**src/sv/assert_macros.svh**
```systemverilog
// Assertion macros shared by the mean-absolute-gradient window RTL.
`ifndef ASSERT_MACROS_SVH
`define ASSERT_MACROS_SVH
`ifndef SYNTH
`define MAG_ASSERT(lbl, prop, msg) \
  lbl: assert property (@(posedge clk_i) disable iff (!rst_ni) prop) else $error(msg);
`define MAG_ASSERT_NR(lbl, prop, msg) \
  lbl: assert property (@(posedge clk_i) prop) else $error(msg);
`else
`define MAG_ASSERT(lbl, prop, msg)
`define MAG_ASSERT_NR(lbl, prop, msg)
`endif
`endif

```
**src/sv/mag_pkg.sv**
```systemverilog
// Types, constants and register codes of the mean-absolute-gradient window.
`timescale 1ns / 1ps
package mag_pkg;

  localparam int PIX_W          = 8;
  localparam int MAX_WIDTH_DEF  = 1024;
  localparam int MAX_HEIGHT_DEF = 1024;
  localparam int MAX_WINDOW     = 32;
  localparam int RING_W         = $clog2(MAX_WINDOW);
  localparam int WIN_W          = 6;
  localparam int SUM_W          = $clog2(MAX_WINDOW * ((1 << PIX_W) - 1) + 1);
  localparam int FRAC_W         = 8;
  localparam int DVD_W          = SUM_W + FRAC_W;
  localparam int MEAN_W         = 16;
  localparam int POS_W          = 10;
  localparam int CFG_IDX_W      = 2;
  localparam int CFG_DATA_W     = 11;
  localparam int IN_TDATA_W     = ((PIX_W + 7) / 8) * 8;
  localparam int OUT_TDATA_W    = ((MEAN_W + 2 * POS_W + 7) / 8) * 8;

  localparam logic [CFG_IDX_W-1:0] REG_DIRECTION = CFG_IDX_W'(0);
  localparam logic [CFG_IDX_W-1:0] REG_WINDOW    = CFG_IDX_W'(1);
  localparam logic [CFG_IDX_W-1:0] REG_WIDTH     = CFG_IDX_W'(2);
  localparam logic [CFG_IDX_W-1:0] REG_HEIGHT    = CFG_IDX_W'(3);

  localparam logic DIR_HORIZ = 1'b0;
  localparam logic DIR_VERT  = 1'b1;

  localparam logic [WIN_W-1:0]      WINDOW_RST = WIN_W'(4);
  localparam logic [CFG_DATA_W-1:0] WIDTH_RST  = CFG_DATA_W'(640);
  localparam logic [CFG_DATA_W-1:0] HEIGHT_RST = CFG_DATA_W'(480);

  typedef struct packed {
    logic [WIN_W-1:0] divisor;
    logic [SUM_W-1:0] sum;
    logic [POS_W-1:0] row;
    logic [POS_W-1:0] col;
    logic             last;
  } job_t;

endpackage

```
**src/sv/mag_div.sv**
```systemverilog
// Radix-2 restoring divider for the window mean with the output register.
`timescale 1ns / 1ps
`include "assert_macros.svh"
module mag_div
  import mag_pkg::*;
(
  input  logic                   clk_i,
  input  logic                   rst_ni,
  input  logic                   job_valid_i,
  output logic                   job_ready_o,
  input  job_t                   job_i,
  output logic                   m_axis_tvalid,
  input  logic                   m_axis_tready,
  output logic [OUT_TDATA_W-1:0] m_axis_tdata,
  output logic                   m_axis_tlast
);

  localparam int CNT_W = $clog2(DVD_W + 1);
  localparam int PAD_W = OUT_TDATA_W - MEAN_W - 2 * POS_W;

  localparam logic [1:0] D_FREE = 2'd0;
  localparam logic [1:0] D_RUN  = 2'd1;
  localparam logic [1:0] D_HOLD = 2'd2;

  logic [1:0]       st_q;
  logic [CNT_W-1:0] cnt_q;
  logic [WIN_W-1:0] rem_q;
  logic [DVD_W-1:0] dvd_q;
  logic [WIN_W-1:0] div_q;
  logic [POS_W-1:0] row_q;
  logic [POS_W-1:0] col_q;
  logic             last_q;

  logic [WIN_W:0]   trial;
  logic [WIN_W:0]   diff;
  logic             ge;
  logic             start;

  assign job_ready_o = (st_q == D_FREE);
  assign start       = job_valid_i && job_ready_o;
  assign trial       = {rem_q, dvd_q[DVD_W-1]};
  assign ge          = (trial >= {1'b0, div_q});
  assign diff        = trial - {1'b0, div_q};

  always_ff @(posedge clk_i or negedge rst_ni) begin
    if (!rst_ni) begin
      st_q  <= D_FREE;
      cnt_q <= '0;
    end else begin
      case (st_q)
        D_FREE: begin
          if (start) begin
            st_q  <= D_RUN;
            cnt_q <= CNT_W'(DVD_W);
          end
        end
        D_RUN: begin
          cnt_q <= cnt_q - CNT_W'(1);
          if (cnt_q == CNT_W'(1)) begin
            st_q <= D_HOLD;
          end
        end
        D_HOLD: begin
          if (m_axis_tready) begin
            st_q <= D_FREE;
          end
        end
        default: st_q <= D_FREE;
      endcase
    end
  end

  always_ff @(posedge clk_i) begin
    if (start) begin
      rem_q  <= '0;
      dvd_q  <= {job_i.sum, FRAC_W'(0)};
      div_q  <= job_i.divisor;
      row_q  <= job_i.row;
      col_q  <= job_i.col;
      last_q <= job_i.last;
    end else if (st_q == D_RUN) begin
      rem_q <= ge ? diff[WIN_W-1:0] : trial[WIN_W-1:0];
      dvd_q <= {dvd_q[DVD_W-2:0], ge};
    end
  end

  assign m_axis_tvalid = (st_q == D_HOLD);
  assign m_axis_tdata  = {PAD_W'(0), col_q, row_q, dvd_q[MEAN_W-1:0]};
  assign m_axis_tlast  = last_q;

  `MAG_ASSERT(a_rem_below, (st_q == D_RUN) |-> rem_q < div_q, "partial remainder not below divisor")
  `MAG_ASSERT(a_run_done, (st_q == D_RUN) && (cnt_q == CNT_W'(1)) |=> m_axis_tvalid, "divide did not finish on count")
  `MAG_ASSERT(a_start_run, start |=> (st_q == D_RUN) && (cnt_q == CNT_W'(DVD_W)), "divide did not start")
  `MAG_ASSERT(a_free_idle, !(m_axis_tvalid && job_ready_o), "divider free while result pending")

endmodule

```
**config.mk**
```make
export PLATFORM = sky130hd
export DESIGN_NAME = mag_div
export DESIGN_NICKNAME = d
export VERILOG_FILES = /design/src/sv/mag_pkg.sv /design/src/sv/mag_div.sv
export VERILOG_INCLUDE_DIRS = /design/src /design/src/sv
export SDC_FILE = /design/constraint.sdc
export NUM_CORES = 1
export LEC_CHECK = 0
export BUFFER_PORTS_ARGS = -buffer_cell sky130_fd_sc_hd__buf_4
export CORE_MARGIN = 10
export CORE_UTILIZATION = 35
export CTS_BUF_LIST = sky130_fd_sc_hd__clkbuf_4
export DETAILED_ROUTE_END_ITERATION = 8
export SKIP_CTS_REPAIR_TIMING = 1
export SYNTH_ARGS = -nofsm -noshare
export SYNTH_HDL_FRONTEND = slang
export SYNTH_SLANG_ARGS = --single-unit
export TNS_END_PERCENT = 20
```
**constraint.sdc**
```tcl
create_clock -name clk_i -period 2.7 [get_ports clk_i]
set_clock_uncertainty 0.2 [all_clocks]
set_input_delay 0.27 -clock clk_i [delete_from_list [all_inputs] [get_ports clk_i]]
set_output_delay 0.27 -clock clk_i [all_outputs]
set_load 0.05 [all_outputs]
```
==> results of run 1 <==
critical path, delay by kind of cell, from the launching register on:
kind                       cells  cell delay [ns]
DFF                            1             0.36
AOI/OAI and AO/OA              5             0.95
adders and majority gates      1             0.37
worst max-delay path by stage:
stage | cells past startpoint | endpoint | from | slack, ns
2_1_floorplan | 4 | col_q[0] | st_q[0] | 0.40
3_3_place_gp | 8 | rem_q[4] | dvd_q[20] | 0.74
3_5_place_dp | 7 | rem_q[5] | div_q[1] | 0.71
4_1_cts | 6 | rem_q[5] | rem_q[1] | 0.70
5_1_grt | 8 | rem_q[4] | dvd_q[20] | 0.55
6_report | 6 | rem_q[5] | rem_q[1] | 0.69
power by group through the flow:
stage	Clock (mW)	Sequential [mW]	Combinational, mW
final	0.720	1.55	2.12
after global routing	0.774	1.58	2.29
after CTS	0.747	1.55	2.09
after detailed placement	0	1.57	2.08
after global placement	0	1.56	2.08
after floorplan	0	1.64	1.59
layer usage:
metal  track usage, %  vias to the layer above  part of all wire, %  wire length [um]
met5                0                        -                    0                 0
met4             4.68                        0                  1.9               123
met3             3.69                       10                  5.8               366
met2             15.9                       48                   53              3380
met1             11.7                      932                   39              2470
li1                 -                      948                    -                 -
cell usage after synthesis, types with 2 or more instances:
cell / instances
buf_4: 20
o311ai_2: 2
dfxtp_1: 14
nand4_1: 5
inv_1: 11
o21bai_1: 2
nand3_1: 2
a21oi_1: 4
a22o_1: 21
mux2i_1: 2
nand2b_1: 5
ha_1: 9
dfrtp_1: 7
o21ai_0: 2
edfxtp_1: 40
nor2_1: 9
nand2_1: 9
buf_2: 4
layout make-up:
cell class	instances	area share (%)
clock buffer	9	1.72
clock inverter	7	2.48
inverter	12	1.14
multi-input combinational	103	21.7
sequential	61	42.1
tap	102	3.24
timing repair buffer	129	27.7
logic make-up after synthesis:
family | Yosys count
xor gates and xnor gates | 2
and+or+nand+nor | 40
DFF | 61
AOI/OAI and AO/OA | 45
muxes | 2
adders and majority gates | 10
buffers and inverters | 37
other | 1
flip-flops by register name (all words and copies together), names as in the netlist:
register,count
cnt_q,5
col_q,10
div_q,6
dvd_q,21
m_axis_tlast,1
rem_q,6
row_q,10
st_q,2
==> run metrics, run 1 <==
die area=0.0117 mm^2; # IOs=87; Mean Syn Cell Area=13.8 um^2; 1st-iter DRT viols=61; worst-skew pair later-pin latency=0.40 ns; dpl ws=~0.7 ns; Final Slew Violations=0; most common cell after layout, fill and taps aside=buf_4; Hold Crit Start=job_valid_i; Syn Std Cell Area=0.00272 mm^2; Post-synth EDFFs=40; area of the core=0.00765 mm^2; slowest cell on the critical path=o41ai_1; area growth from synthesis to layout=44.5%; Synth Warn #=0; worst r2r src=rem_q[1]; Worst Path Max Fanout=5; ANT nets after route=0; Final WS setup=0.688 ns; worst hold-check path type=input port to flop; fin crit period=2.01 ns; CP peak stage delay=0.41 ns; Initial Utilization=35.6%; Sink Count=61; ys async rst share=11.5%; CP cell instances=ha_1 -> o21ai_2 -> a21oi_4 -> o21a_1 -> o41ai_1 -> a21oi_1; CTS tree=done; Hold Path End=st_q[0]; grt ovf=0; Routed WL per cell=15.0 um; dominant synthesized flop cell=edfxtp_1; first-pass GRT wire length=9160 um; Fin. Hold Viols=0; cts bufs inserted=9; Reg2Reg Setup Slack=0.69 ns; critical path type=flop to flop; post-synth top area share=between 40% and 50%; Relative slew margins=59.4%; Setup crit end kind=flop; DRC=0; Total GRT Usage=9.96%; distinct cell type count after synthesis=48; Worst Hold Path Cells=3; Flop pwr share=35.2%; R2R depth=6; final worst-path cycle share=74.5%; via count=1938; RSZ-0062 raised after global routing=false; FILL cells=roughly 650; commonest cells after routing, fill and taps aside=85 x buf_4, 43 x dlygate4sd3_1, 40 x edfxtp_1; area of placed instances=0.00334 mm^2; number of global-route vias before repair=1816; setup violators final=0; leakage power=1.67 nW; final non-filler cell total=423; post-route setup TNS=0 ns; sequential fraction of the synthesis area=60.8%; worst endpoint required time=2.77 ns; gpl congestion=0.741; Sw Share=41.8%; Worst EP arrival=2.08 ns; gate count after technology mapping=between 150 and 200; final core utilization=between 50 and 60%; total power divided by cell area=1110 mW/mm^2; synthesis-stage register bit count=61; CTS H-tree depth=3; Critical R2R Capture=rem_q[5]; CTS Root Cell=clkbuf_4; Pint=2.55 mW; final instance area=0.00394 mm^2; Logic pwr share=48.3%; DIE HEIGHT=108 um; CTS Buffer Depth=2; XOR/XNOR share of the synthesized area=less than 1%; final hold slack=0.00321 ns; Slew @ Worst Pin=a little over 0.6 ns; Compound-Gate Fraction of Synth Area=between 15 and 20%; DIE WIDTH=108 um; Via density=4.58; clock slew at reported path FFs=0.11 ns; Synth area leader=edfxtp_1; multiplexer area fraction after synthesis=0.735%; Antenna Cells=0; Port-buffer cells=82; largest family of logic cells by synthesized area=compound AO/OA/AOI/OAI gates; footprint of the multi-input gates=852 um^2; power after layout=4.39 mW; top cells by area, synth=edfxtp_1 44%, dfxtp_1 10%, a22o_1 6.8%; largest net degree at the start of global routing=29; Adder-Cell Fraction of Synth Area=about 5%; Psw=1.84 mW; Max-Cap Viols=0; maximum frequency from static timing analysis=0.497 GHz; Synth Area in Simple Gates=8.59%; num rows=32; post-placement cell count=364; drt pass-1 iters=4; initial antenna violation count=0; Clk pwr share=16.4%; FF+latch area=0.00166 mm^2; Critical Path Start Type=flop; outcome=completed; hpwl dp=about 4500 um; fin nets=370; ratio of cells with drive above 1 in the final layout=37.1%; final wirelength=6340 um; VDD IR max=564 uV
No activity file was read; power rests on OpenSTA's default activity.
==> run 2: changes to the inputs <==
--- a/config.mk
+++ b/config.mk
@@ -6,6 +6,7 @@
 export SDC_FILE = /design/constraint.sdc
 export NUM_CORES = 1
 export LEC_CHECK = 0
+export ABC_AREA = 1
 export BUFFER_PORTS_ARGS = -buffer_cell sky130_fd_sc_hd__buf_4
 export CORE_MARGIN = 10
 export CORE_UTILIZATION = 35
==> constraint.sdc (replaced) <==
create_clock -name clk_i -period 1.9 [get_ports clk_i]
set_clock_uncertainty 0.2 [all_clocks]
set_input_delay 0.19 -clock clk_i [delete_from_list [all_inputs] [get_ports clk_i]]
set_output_delay 0.19 -clock clk_i [all_outputs]
set_load 0.05 [all_outputs]
==> run 2 against run 1 <==
The run now ends with hold timing left. Non-clock buffer count grew 6. Total power rose by 54%. Via count rose by 5.2%. Largest power group unchanged. Core utilization up 3.8 points.
==> run metrics, run 2 <==
outcome=finished, violations left; failing checks=hold timing; gpl congestion=0.813; Synth Warn #=0; Post-synth EDFFs=40; Worst Path Max Fanout=5; Reg2Reg Setup Slack=0.12 ns; Via density=4.39; VDD IR max=867 uV; 1st-iter DRT viols=62; Initial Utilization=36.4%; first-pass GRT wire length=9360 um; synthesis-stage register bit count=61; Final WS setup=roughly 0.12 ns; critical path type=flop to flop; CTS Root Cell=clkbuf_4; Sink Count=slightly above 60; Max-Cap Viols=0; ANT nets after route=0; total power divided by cell area=1670 mW/mm^2; drt pass-1 iters=4; cell count along the critical path=9; slowest cell on the critical path=edfxtp_1; die area=0.0115 mm^2; sequential fraction of the synthesis area=62.0%; worst r2r src=div_q[0]; final worst-path cycle share=roughly 94%; area of the core=0.00733 mm^2; hpwl dp=4540 um; most common cell in the netlist=edfxtp_1; FILL cells=610; most common cell after layout, fill and taps aside=buf_4; synth cell count leaders=40 x edfxtp_1, 39 x nand2_1, 27 x inv_1; Synth area leader=edfxtp_1; worst endpoint required time=just under 2 ns; final instance area=0.00405 mm^2; number of global-route vias before repair=about 1900; worst setup path endpoint=rem_q[3]; worst-skew pair later-pin latency=approximately 0.4 ns; area of placed instances=0.00332 mm^2; Hold Crit Start=job_valid_i; ratio of cells with drive above 1 in the final layout=~35%; CTS H-tree depth=3; footprint of the multi-input gates=831 um^2; gate count after technology mapping=between 200 and 250; post-synth top area share=45.0%; top cells by area, synth=edfxtp_1 45%, dfxtp_1 10%, dfrtp_1 6.6%; CP peak stage delay=0.40 ns; commonest cells after routing, fill and taps aside=91 x buf_4, 43 x dlygate4sd3_1, 40 x edfxtp_1; Syn Std Cell Area=0.00267 mm^2; worst hold-check path type=input port to flop; WP buf/inv=1; largest net degree at the start of global routing=39; fin crit period=1.78 ns; initial antenna violation count=0; Routed WL per cell=14.2 um; dpl ws=0.0454 ns; R2R depth=9; power after layout=6.76 mW; setup violators final=0; maximum frequency from static timing analysis=0.561 GHz; CP cell instances=ha_1 -> nand2_1 -> nor2_2 -> nand2_2 -> nand3_4 -> buf_4 -> nand2_1 -> o211ai_1 -> nand2_1; num rows=31; ys async rst share=a little under an eighth; biggest regs=dvd_q x21, col_q x10, row_q x10; Total GRT Usage=10.4%; Mean Syn Cell Area=between 10 and 15 um^2; CTS Buffer Depth=2; area growth from synthesis to layout=51.6%; DIE WIDTH=about 110 um; Setup crit end kind=flop; DIE HEIGHT=~110 um; cts bufs inserted=9; Top cell by count, worst path=nand2_1; final hold slack=-0.00314 ns; distinct cell type count after synthesis=34; CTS tree=done; Final Slew Violations=0; DRC=0; FF+latch area=around 0.0017 mm^2; leakage power=~1.8 nW; Port-buffer cells=82; Worst EP arrival=between 1.5 and 2 ns; clock slew at reported path FFs=0.11 ns; dominant synthesized flop cell=edfxtp_1; Critical R2R Capture=rem_q[3]; # IOs=between 80 and 90; fin nets=413; Critical Path Source=div_q[0]; Fin. Hold Viols=1; final wirelength=about 6600 um; max FFs per register=21; delay-heaviest family, CP=simple AND/OR/NAND/NOR gates; grt ovf=0; Reg with most FFs=dvd_q; via count=2038; Critical Path Start Type=flop
run 2: cell count changes in the layout (fill, tap and decap cells not counted), moves of 5 or more:
cell      before  now
a22o_1        21   12
buf_4         85   91
inv_1         11   26
nand2_1        9   37
nand2b_1       5    0
o22ai_1        1    8
run 2: worst min path at each step:
| stage | endpoint | slack, ns | depth (start not counted) |
|---|---|---|---|
| 3_5_place_dp | cnt_q[2] | -0.19 | 1 |
| 2_1_floorplan | cnt_q[0] | -0.31 | 0 |
| 5_1_grt | st_q[0] | 0.009 | 4 |
| 6_report | st_q[0] | -0.003 | 4 |
| 3_3_place_gp | cnt_q[2] | -0.19 | 1 |
| 4_1_cts | cnt_q[1] | -0.64 | 1 |
run 2: power breakdown:
part           switching, mW  total [mW]  leakage, nW  internal [mW]
combinational           2.06        3.33         1.12           1.28
clock                  0.513        1.19        0.101          0.675
sequential             0.270        2.24        0.588           1.97
total                   2.84        6.76         1.80           3.92
run 2: worst min-delay path, cell delays in order:
cell	delay, ns
buf_4	0.08
nand2_1	0.08
buf_4	0.16
nand2_1	0.06
run 2: area by class of cell:
type | count | area share (%)
flip-flops and latches | 61 | 40.9
repair buffers | 135 | 28.0
multi-input cells | 122 | 20.5
well taps | 99 | 3.06
clock inverters | 7 | 3.00
inverters | 30 | 2.78
clock buffers | 9 | 1.67
diodes | 1 | 0.0618
run 2: cell families after synthesis:
family / count (synthesis) / synth area share (%)
and+or+nand+nor: 67 / 11.3
DFF: 61 / 62.0
buffers and inverters: 54 / 10.7
AOI/OAI and AO/OA: 37 / 9.84
adders and majority gates: 10 / 4.96
xor gates and xnor gates: 3 / 0.984
other: 1 / 0.140
run 2: layer usage:
metal	up-vias	GRT usage (%)	routed length (um)
met3	6	3.83	360
met4	0	6.01	89
met2	51	17.0	3540
li1	1039	-	-
met5	-	0	0
met1	942	11.3	2610
run 2: per-stage QoR:
step / util [%] / cells / setup TNS [ns]
floorplan: - / 236 / 0
global placement: 45.3 / 400 / 0
detailed placement: 45.3 / 400 / 0
CTS: 47.9 / 416 / 0
global route: 55.2 / 463 / -0.00734
finish: 55.2 / 464 / 0
